[config.mk]
export PLATFORM = sky130hd
export DESIGN_NAME = ilid_seq
export DESIGN_NICKNAME = d
export VERILOG_FILES = /design/src/hdl/ilid_pkg.sv /design/src/hdl/ilid_seq.sv
export SDC_FILE = /design/constraint.sdc
export NUM_CORES = 1
export LEC_CHECK = 0
export BUFFER_PORTS_ARGS = -buffer_cell sky130_fd_sc_hd__buf_2
export CORE_ASPECT_RATIO = 0.75
export CORE_MARGIN = 2
export CORE_UTILIZATION = 45
export CTS_CLUSTER_SIZE = 16
export DETAILED_ROUTE_END_ITERATION = 8
export GPL_TIMING_DRIVEN = 0
export PLACE_DENSITY = 0.68
export SKIP_CTS_REPAIR_TIMING = 1
export SYNTH_ARGS = -nofsm -noshare
export SYNTH_HDL_FRONTEND = slang
export SYNTH_SLANG_ARGS = --single-unit
[constraint.sdc]
create_clock -name clk -period 6.6 [get_ports clk]
set_input_delay 0.66 -clock clk [delete_from_list [all_inputs] [get_ports clk]]
set_output_delay 0.66 -clock clk [all_outputs]
set_load 0.1 [all_outputs]
[src/hdl/ilid_pkg.sv]
// Package: shared types and codes for the indexed list block.
`default_nettype none
package ilid_pkg;

  localparam int POS_W   = 9;
  localparam int CAP_W   = 9;
  localparam int CNT_O_W = 9;
  localparam int VAL_W   = 32;

  localparam logic [CAP_W-1:0] CAP_RESET = 9'd256;

  localparam logic [2:0] OP_APPEND = 3'd0;
  localparam logic [2:0] OP_INSERT = 3'd1;
  localparam logic [2:0] OP_DELETE = 3'd2;
  localparam logic [2:0] OP_EDIT   = 3'd3;
  localparam logic [2:0] OP_READ   = 3'd4;

  localparam logic [1:0] ST_OK     = 2'd0;
  localparam logic [1:0] ST_FULL   = 2'd1;
  localparam logic [1:0] ST_BADIDX = 2'd2;
  localparam logic [1:0] ST_EMPTY  = 2'd3;

  typedef struct packed {
    logic [2:0]              operation;
    logic [POS_W-1:0]        position;
    logic signed [VAL_W-1:0] value;
  } in_word_t;

  typedef struct packed {
    logic [1:0]              status;
    logic signed [VAL_W-1:0] read_value;
    logic [CNT_O_W-1:0]      item_count;
  } out_word_t;

endpackage
`default_nettype wire

[src/hdl/ilid_seq.sv]
// Sequencer: status checks, list count and the one-move-per-cycle shift loop.
`default_nettype none
module ilid_seq
  import ilid_pkg::*;
#(
  parameter int DEPTH = 256,
  localparam int AW = (DEPTH > 1) ? $clog2(DEPTH) : 1
) (
  input  wire logic             clk,
  input  wire logic             rst_n,
  input  wire logic             start,
  output logic                  busy,
  input  wire in_word_t         in_word,
  output logic                  out_strobe,
  output out_word_t             out_word,
  input  wire logic [CAP_W-1:0] cap,
  output logic                  mem_we,
  output logic [AW-1:0]         mem_waddr,
  output logic [VAL_W-1:0]      mem_wdata,
  output logic                  mem_re,
  output logic [AW-1:0]         mem_raddr,
  input  wire logic [VAL_W-1:0] mem_rdata
);

  localparam int CW = $clog2(DEPTH + 1);
  localparam int WW = ((CW > POS_W) ? CW : POS_W) + 1;

  localparam logic [1:0] S_IDLE  = 2'd0;
  localparam logic [1:0] S_SHIFT = 2'd1;
  localparam logic [1:0] S_READ  = 2'd2;

  logic [1:0]       state_r, state_nxt;
  logic [CW-1:0]    count_r, count_nxt;
  logic             ins_r, ins_nxt;
  logic [AW-1:0]    pos_r, pos_nxt;
  logic [VAL_W-1:0] val_r, val_nxt;
  logic [AW-1:0]    ptr_r, ptr_nxt;
  logic [AW-1:0]    last_r, last_nxt;
  logic [AW-1:0]    wa_r, wa_nxt;
  logic             pend_r, pend_nxt;
  logic             more_r, more_nxt;
  logic             out_valid_r, out_valid_nxt;
  out_word_t        out_r, out_nxt;

  logic          acc;
  logic [WW-1:0] pos_w, cnt_w, lim_w, cap_w;
  logic          full, pos_le, pos_lt;
  logic [1:0]    rsp_status;
  logic          rsp;

  assign busy       = (state_r != S_IDLE);
  assign out_strobe = out_valid_r;
  assign out_word   = out_r;
  assign acc        = start && (state_r == S_IDLE);

  assign pos_w  = WW'(in_word.position);
  assign cnt_w  = WW'(count_r);
  assign cap_w  = WW'(cap);
  assign lim_w  = (cap_w < WW'(DEPTH)) ? cap_w : WW'(DEPTH);
  assign full   = (cnt_w >= lim_w);
  assign pos_le = (pos_w <= cnt_w);
  assign pos_lt = (pos_w < cnt_w);

  always_comb begin
    state_nxt     = state_r;
    count_nxt     = count_r;
    ins_nxt       = ins_r;
    pos_nxt       = pos_r;
    val_nxt       = val_r;
    ptr_nxt       = ptr_r;
    last_nxt      = last_r;
    wa_nxt        = wa_r;
    pend_nxt      = pend_r;
    more_nxt      = more_r;
    out_nxt       = out_r;
    rsp           = 1'b0;
    rsp_status    = ST_OK;
    mem_we        = 1'b0;
    mem_waddr     = pos_r;
    mem_wdata     = val_r;
    mem_re        = 1'b0;
    mem_raddr     = ptr_r;

    unique case (state_r)
      S_IDLE: begin
        if (acc) begin
          pos_nxt = AW'(in_word.position);
          val_nxt = $unsigned(in_word.value);
          rsp     = 1'b1;
          case (in_word.operation) inside
            OP_APPEND: begin
              if (full) begin
                rsp_status = ST_FULL;
              end else begin
                mem_we    = 1'b1;
                mem_waddr = AW'(count_r);
                mem_wdata = $unsigned(in_word.value);
                count_nxt = count_r + 1'b1;
              end
            end
            OP_INSERT: begin
              if (full) begin
                rsp_status = ST_FULL;
              end else if (!pos_le) begin
                rsp_status = ST_BADIDX;
              end else if (pos_w == cnt_w) begin
                mem_we    = 1'b1;
                mem_waddr = AW'(count_r);
                mem_wdata = $unsigned(in_word.value);
                count_nxt = count_r + 1'b1;
              end else begin
                rsp       = 1'b0;
                ins_nxt   = 1'b1;
                ptr_nxt   = AW'(count_r - 1'b1);
                last_nxt  = AW'(in_word.position);
                pend_nxt  = 1'b0;
                more_nxt  = 1'b1;
                state_nxt = S_SHIFT;
              end
            end
            OP_DELETE, OP_EDIT, OP_READ: begin
              if (count_r == '0) begin
                rsp_status = ST_EMPTY;
              end else if (!pos_lt) begin
                rsp_status = ST_BADIDX;
              end else if (in_word.operation == OP_EDIT) begin
                mem_we    = 1'b1;
                mem_waddr = AW'(in_word.position);
                mem_wdata = $unsigned(in_word.value);
              end else if (in_word.operation == OP_READ) begin
                rsp       = 1'b0;
                mem_re    = 1'b1;
                mem_raddr = AW'(in_word.position);
                state_nxt = S_READ;
              end else if (pos_w + 1'b1 == cnt_w) begin
                count_nxt = count_r - 1'b1;
              end else begin
                rsp       = 1'b0;
                ins_nxt   = 1'b0;
                ptr_nxt   = AW'(in_word.position) + 1'b1;
                last_nxt  = AW'(count_r - 1'b1);
                pend_nxt  = 1'b0;
                more_nxt  = 1'b1;
                state_nxt = S_SHIFT;
              end
            end
            default: begin
            end
          endcase
        end
      end
      S_SHIFT: begin
        if (pend_r) begin
          mem_we    = 1'b1;
          mem_waddr = wa_r;
          mem_wdata = mem_rdata;
        end
        if (more_r) begin
          mem_re    = 1'b1;
          mem_raddr = ptr_r;
          pend_nxt  = 1'b1;
          wa_nxt    = ins_r ? ptr_r + 1'b1 : ptr_r - 1'b1;
          ptr_nxt   = ins_r ? ptr_r - 1'b1 : ptr_r + 1'b1;
          more_nxt  = (ptr_r != last_r);
        end else begin
          pend_nxt = 1'b0;
        end
        if (!more_r && !pend_r) begin
          if (ins_r) begin
            mem_we    = 1'b1;
            mem_waddr = pos_r;
            mem_wdata = val_r;
            count_nxt = count_r + 1'b1;
          end else begin
            count_nxt = count_r - 1'b1;
          end
          rsp       = 1'b1;
          state_nxt = S_IDLE;
        end
      end
      S_READ: begin
        rsp       = 1'b1;
        state_nxt = S_IDLE;
      end
      default: begin
        state_nxt = S_IDLE;
      end
    endcase

    out_valid_nxt = rsp;
    if (rsp) begin
      out_nxt.status     = rsp_status;
      out_nxt.read_value = (state_r == S_READ) ? $signed(mem_rdata) : '0;
      out_nxt.item_count = CNT_O_W'(count_nxt);
    end
  end

  always_ff @(posedge clk) begin
    if (!rst_n) begin
      state_r     <= S_IDLE;
      count_r     <= '0;
      out_valid_r <= 1'b0;
      pend_r      <= 1'b0;
      more_r      <= 1'b0;
    end else begin
      state_r     <= state_nxt;
      count_r     <= count_nxt;
      out_valid_r <= out_valid_nxt;
      pend_r      <= pend_nxt;
      more_r      <= more_nxt;
    end
  end

  always_ff @(posedge clk) begin
    ins_r  <= ins_nxt;
    pos_r  <= pos_nxt;
    val_r  <= val_nxt;
    ptr_r  <= ptr_nxt;
    last_r <= last_nxt;
    wa_r   <= wa_nxt;
    out_r  <= out_nxt;
  end

endmodule
`default_nettype wire

==> results of run 1 <==
[state kept, by name, summed over array words and instances, names as in the netlist]
| name | cells |
|---|---|
| out_word | 43 |
| val_r | 32 |
| count_r | 9 |
| last_r | 8 |
| pos_r | 8 |
| ptr_r | 8 |
| wa_r | 8 |
| state_r | 2 |
| ins_r | 1 |
| more_r | 1 |
| out_strobe | 1 |
| pend_r | 1 |
[report_power, final]
part | switching [mW] | total [mW] | internal (mW)
registers | 0.0263 | 0.927 | 0.901
logic | 0.669 | 0.861 | 0.191
clock network | 0.378 | 0.979 | 0.601
total | 1.07 | 2.77 | 1.69
[layer usage]
layer | part of all wire | track usage | vias up
li1 | - | - | 3520
met1 | 0.44 | 0.434 | 3653
met2 | 0.42 | 0.409 | 493
met3 | 0.12 | 0.0899 | 49
met4 | 0.021 | 0.0923 | 0
met5 | 0 | 0 | -
[cell usage in the layout, fill, tap and decap left out, types with 12 or more instances in the layout]
| cell | instances |
|---|---|
| a211oi_1 | 12 |
| a21o_1 | 33 |
| a21oi_1 | 36 |
| a22o_1 | 32 |
| a31oi_1 | 12 |
| and2_1 | 40 |
| buf_2 | 183 |
| clkbuf_1 | 39 |
| clkbuf_16 | 17 |
| dfxtp_1 | 14 |
| edfxtp_1 | 108 |
| ha_1 | 23 |
| inv_1 | 24 |
| mux2_2 | 12 |
| mux2i_1 | 17 |
| nand2_1 | 53 |
| nand3_1 | 25 |
| nor2_1 | 52 |
| nor3_1 | 17 |
| o21ai_0 | 44 |
| xnor2_1 | 28 |
| xor2_1 | 12 |
[worst max path at each step]
| stage | startpoint | to | slack, ns | depth (start not counted) |
|---|---|---|---|---|
| global placement | in_word[33] | out_word[14] | -0.27 | 10 |
| CTS | count_r[0] | mem_wdata[4] | 1.38 | 11 |
| detailed placement | count_r[0] | mem_wdata[4] | 1.86 | 11 |
| floorplan | cap[8] | mem_waddr[1] | 1.51 | 10 |
| finish | count_r[0] | mem_wdata[4] | 1.27 | 11 |
| global route | count_r[0] | mem_wdata[0] | 1.13 | 11 |
[worst reg2reg max path, cell delays in order (launching register included)]
cell and delay (ns):
dfxtp_1 0.68, inv_1 0.35, ha_1 0.38, nor3b_1 0.18
o21ai_0 0.22, a21o_1 0.24, clkbuf_1 0.32, nor3_1 0.39
inv_1 0.07, a21oi_1 1.10
[synthesized netlist by cell type, types with 23 or more instances]
library cell,n,area [um^2]
and2_1,40,250
xnor2_1,28,245
clkbuf_1,39,146
nand3_1,25,125
a21o_1,33,248
a21oi_1,37,185
edfxtp_1,108,3240
nor2_1,52,195
inv_1,24,90.1
o21ai_0,44,220
ha_1,23,288
nand2_1,53,199
a22o_1,32,280
[cell type report]
cell class                 count  area, um^2  area share
buffer                        56         282      0.0282
tap                          242         303      0.0303
inverter                      29         110      0.0110
clock inverter                15         190      0.0191
timing repair buffer         182         978      0.0980
clock buffer                  17         425      0.0426
sequential                   122        3520       0.353
multi-input combinational    608        4170       0.418
[logic make-up (layout without fill, tap and decap cells)]
group	count (synthesis)	after routing	synth area share
XOR/XNOR	41	41	0.0463
AND/OR/NAND/NOR	266	266	0.175
flip-flops	122	122	0.437
AO/OA/AOI/OAI	249	249	0.220
buffers and inverters	85	299	0.0484
adder cells (fa/ha/maj)	23	23	0.0357
multiplexers	29	29	0.0378
==> flow_metrics.tcl, run 1 <==
set metrics [dict create \
    period_needed_ns 5.33 \
    rows 42 \
    drt_iter0_drc 950 \
    dp_cells 1239 \
    numCtsBuffers 17 \
    yosys_most_used_dff "edfxtp_1" \
    syn_inst 815 \
    powerDensity_mw_per_mm2 277 \
    cp_max_fo 10 \
    total_power_mw 2.77 \
    timing.final.max_slew_violations 0 \
    initial_core_util 0.458 \
    final_antenna_net_count 0 \
    path_clk_slew_ns 0.06 \
    grt_pass1_vias 7030 \
    crit_required_ns 5.94 \
    die_x_um 159 \
    critPathKind "flip-flop to output pin" \
    first_pass_iters 5 \
    rrSetupSlack_ns 2.26 \
    grt_max_degree 44 \
    core-area_mm2 0.0176 \
    path_common_cell "nor2_1" \
    r2r_start "count_r[0]" \
    cts.path.max_buffers 2 \
    die_area_mm2 0.0190 \
    fin_crit_sh 0.808 \
    nets 1127 \
    cp-start-kind "flip-flop" \
    via_count 7715 \
    area_delta_synth_final_pct 23.7 \
    clock_sinks 122 \
    cp.arrival_ns 4.67 \
    hold_path_class "input port to flip-flop" \
    clock_latency_ns 0.42 \
    slowest_delay_ns 0.67 \
    holdWs_ns 0.424 \
    synth_edf_count 108 \
    holdPathEnd "val_r[19]" \
    place_ws_ns 1.86 \
    dp_hpwl_um 20700 \
    design.portCount 183 \
    detail_route.wl_per_cell_um 21.7 \
    r2r_cells 9 \
    setup_violations 0 \
    vdd_drop_max_uv 148 \
    postLayoutCoreUtil 0.567 \
    finClkSkew_ns 0.00626 \
    design_area_mm2 0.00998 \
    drive_gt1_frac 0.259 \
    htreeDepth 4 \
    ys_ff_latch 122 \
    synth.net_count 926 \
    tightest_slew_ns 1.46 \
    port_buffers 179 \
    synth_warnings 0 \
    maxCapViolCount 0 \
    end_kind "output pin" \
    grt_overflow_total 0 \
    crit_slowest_cell "or4b_1" \
    diodes 0 \
    p_leak_nw 4.11 \
    drc 0 \
    rsz0062_at_grt "false" \
    fmax_mhz 188 \
    instances_no_fill 1271 \
    cts_tree "done" \
    grt_pass1_wl_um 41400 \
    drt_wl_total_um 27600 \
    holdPathStages 1 \
    worstReg2RegEnd "last_r[7]" \
    slew_headroom 0.0270 \
    place_area_mm2 0.00937 \
    synth.avg_cell_area_um2 9.90 \
    crit_chain "inv_1 -> ha_1 -> or4b_1 -> nor2_1 -> nor2_1 -> nand2_1 -> a21oi_1 -> nor2_1 -> clkbuf_1 -> a21o_1 -> buf_2" \
    grt_antenna_before_repair 0 \
    fin_setup_tns_ns 0 \
    async_flop_share 0 \
    worst_slack_ns 1.27 \
    worstHoldStart "in_word[19]" \
    hold_viol_final 0 \
    die_h_um 120 \
    gp_congestion 1.02 \
    grt_use_total 0.294 \
    outcome "finished, final reports clean" \
    worst-path-buf-inv 3 \
    vias_per_cell 6.07 \
    synth_area_mm2 0.00807 \
    yosysSeqAreaShare 0.437 \
    netlist-cell-type-count 78 \
    num-fill-cells 1569 \
    crit_family "simple AND/OR/NAND/NOR gates" \
    cts_root_buf "clkbuf_16" \
]
Note: power is estimated with default switching activity, not from simulation.
==> run 2: changes to the inputs <==
--- a/config.mk
+++ b/config.mk
@@ -5,6 +5,7 @@
 export SDC_FILE = /design/constraint.sdc
 export NUM_CORES = 1
 export LEC_CHECK = 0
+export ABC_AREA = 1
 export BUFFER_PORTS_ARGS = -buffer_cell sky130_fd_sc_hd__buf_2
 export CORE_ASPECT_RATIO = 0.75
 export CORE_MARGIN = 2
@@ -12,7 +13,7 @@
 export CTS_CLUSTER_SIZE = 16
 export DETAILED_ROUTE_END_ITERATION = 8
 export GPL_TIMING_DRIVEN = 0
-export PLACE_DENSITY = 0.68
+export PLACE_DENSITY = 0.7
 export SKIP_CTS_REPAIR_TIMING = 1
 export SYNTH_ARGS = -nofsm -noshare
 export SYNTH_HDL_FRONTEND = slang
==> constraint.sdc (replaced) <==
create_clock -name clk -period 4.4 [get_ports clk]
set_input_delay 0.44 -clock clk [delete_from_list [all_inputs] [get_ports clk]]
set_output_delay 0.44 -clock clk [all_outputs]
set_load 0.1 [all_outputs]
==> run 2 against run 1 <==
- critical path depth is 2 higher
- highest routed layer unchanged
- count of clock-buffer cells in the layout unchanged
- hold slack lost 0.19 ns
- die area rose by 19%
- total power rose by 67%
- non-clock buffer count rose by 37
- sequential share of layout area down 5.1 points
- largest power group is now combinational logic
- via count rose by 41%
- register-to-register slack got worse by 1.4 ns
==> flow_metrics.tcl, run 2 <==
set metrics [dict create \
    finClkSkew_ns 0.0151 \
    area_delta_synth_final_pct 21.6 \
    crit_slowest_cell "dfxtp_2" \
    grt_max_degree 32 \
    vias_per_cell 5.90 \
    p_leak_nw 5.21 \
    crit_required_ns 3.96 \
    rrSetupSlack_ns 0.81 \
    htreeDepth 4 \
    syn_inst 1337 \
    mostFrequentLayoutCells "211 x nand2_1, 178 x o21ai_0, 162 x buf_2, 148 x inv_1, 138 x a21oi_1" \
    drt_wl_total_um 36000 \
    tightest_slew_ns 0.937 \
    maxCapViolCount 0 \
    powerDensity_mw_per_mm2 396 \
    wl_met3_um 4550 \
    place_ws_ns 0.248 \
    layout_commonest_cell "nand2_1" \
    die_h_um 131 \
    grt_use_total 0.306 \
    place_area_mm2 0.0109 \
    synth_warnings 0 \
    async_flop_share 0 \
    r2r_cells 12 \
    grt_overflow_total 0 \
    detail_route.wl_per_cell_um 19.5 \
    synth_edf_count 108 \
    num-fill-cells 2068 \
    drt_iter0_drc 1528 \
    end_kind "output pin" \
    dp_hpwl_um 26400 \
    diodes 0 \
    crit_chain "inv_1 -> ha_1 -> nand4_1 -> nor2_1 -> nand2_1 -> nand3_1 -> clkbuf_1 -> clkbuf_1 -> a21oi_1 -> o21ai_0 -> nand3_1 -> o211ai_1 -> clkbuf_4" \
    holdPathStages 1 \
    yosysTopAreaCell "edfxtp_1" \
    holdPathEnd "val_r[11]" \
    worstHoldStart "in_word[11]" \
    numCtsBuffers 17 \
    slew_headroom 0.373 \
    via_count 10861 \
    hold_path_class "input port to flip-flop" \
    timing.final.max_slew_violations 0 \
    ys_ff_latch 122 \
    synth_area_mm2 0.00962 \
    cts_tree "done" \
    rsz0062_at_grt "true" \
    worstReg2RegEnd "out_word[10]" \
    gp_congestion 1.01 \
    grt_antenna_before_repair 0 \
    design_area_mm2 0.0117 \
    grt_pass1_wl_um 53500 \
    drive_gt1_frac 0.185 \
    cp.arrival_ns 3.90 \
    largest_reg_flops 43 \
    hold_viol_final 0 \
    worst_slack_ns 0.0572 \
    die_area_mm2 0.0226 \
    slowest_delay_ns 0.52 \
    path_clk_slew_ns 0.06 \
    clock_latency_ns 0.43 \
    wl_met1_um 15700 \
    yosys_most_used_dff "edfxtp_1" \
    die_x_um 173 \
    synth.net_count 1448 \
    cts_root_buf "clkbuf_16" \
    final_antenna_net_count 0 \
    rows 46 \
    initial_core_util 0.457 \
    ys_top_cells_by_area "edfxtp_1 34%, o21ai_0 9.3%, nand2_1 8.2%" \
    r2r_start "count_r[0]" \
    cp-start-kind "flip-flop" \
    first_pass_iters 6 \
    period_needed_ns 4.34 \
    regArea_mm2 0.00353 \
    drc 0 \
    nets 1652 \
    wl_met2_um 15000 \
    top_layer_used "met4" \
    fmax_mhz 230 \
    outcome "finished, final reports clean" \
    critPathKind "flip-flop to output pin" \
    core-area_mm2 0.0211 \
    cts.path.max_buffers 2 \
    cp_max_fo 10 \
    clock_sinks 122 \
    yosysSeqAreaShare 0.366 \
    multiInputGateArea_mm2 0.00514 \
    port_buffers 182 \
    design.portCount 183 \
    vdd_drop_max_uv 360 \
    grt_pass1_vias 9365 \
    setup_violations 0 \
    synth.avg_cell_area_um2 7.19 \
    fin_crit_sh 0.987 \
    yosysMostFrequentCell "nand2_1" \
    synth.top_cell.area_share 0.337 \
    synth_common_cells "211 x nand2_1, 179 x o21ai_0, 149 x inv_1, 138 x a21oi_1, 115 x nor2_1" \
    netlist-cell-type-count 46 \
]
-- run 2: changes by cell type after synthesis, sizes merged, moves of 22 or more --
cell,delta
nand2,+164
o211ai,+58
a21o,-31
a21oi,+101
o21ai,+154
inv,+135
and2,-39
a22o,-32
nand3,+68
xnor2,-22
nor2,+72
-- run 2: metrics by stage --
| step | hold slack [ns] | TNS, ns | instances | total power [mW] | util |
|---|---|---|---|---|---|
| 4_1_cts | 0.222 | -5.05 | 1839 | 4.55 | 0.547 |
| 2_1_floorplan | 0.477 | -1.23 | 1337 | 2.73 | - |
| 3_3_place_gp | 0.504 | -26.70 | 1807 | 3.11 | 0.517 |
| 3_5_place_dp | 0.516 | 0 | 1809 | 3.13 | 0.519 |
| 5_1_grt | 0.226 | -0.0881 | 1840 | 4.77 | 0.555 |
| 6_report | 0.233 | 0 | 1840 | 4.63 | 0.555 |
-- run 2: critical path: cells and delay by family (launching register included) --
kind	cells	cell delay, ns
fa+ha+maj	1	0.36
compound gates	3	0.39
buf+inv	4	1.62
flops	1	0.52
simple gates	5	0.58
-- run 2: cell type report --
cell class                 count  area share
timing repair buffer         185      0.0922
clock inverter                13      0.0132
sequential                   122       0.302
tap                          288      0.0308
inverter                     163      0.0523
clock buffer                  17      0.0364
multi-input combinational    962       0.439
buffer                        90      0.0343
-- run 2: how the worst max path moves through the flow --
stage | startpoint | end
2_1_floorplan | count_r[4] | mem_raddr[0]
3_3_place_gp | count_r[0] | out_word[10]
3_5_place_dp | count_r[0] | mem_wdata[24]
4_1_cts | count_r[0] | mem_waddr[0]
5_1_grt | count_r[0] | mem_waddr[6]
6_report | count_r[0] | mem_waddr[6]
-- run 2: logic make-up (layout without fill, tap and decap cells) --
| kind of cell | after synthesis | after routing | share of synthesized area |
|---|---|---|---|
| XOR/XNOR | 29 | 29 | 0.0264 |
| buffers and inverters | 253 | 468 | 0.104 |
| AND/OR/NAND/NOR | 468 | 468 | 0.215 |
| adder cells (fa/ha/maj) | 23 | 23 | 0.0299 |
| AO/OA/AOI/OAI | 442 | 442 | 0.259 |
| flip-flops | 122 | 122 | 0.366 |
-- run 2: routing by layer --
metal  global-route usage  up-vias
met5                    0        -
met4               0.0847        0
met3               0.0802       69
met2                0.445      721
met1                0.448     5018
li1                     -     5053
-- run 2: power by group --
| part | internal, mW | switching, mW |
|---|---|---|
| Combinational | 0.369 | 1.40 |
| Clock | 0.879 | 0.563 |
| Sequential | 1.37 | 0.0437 |
| Total | 2.62 | 2.01 |
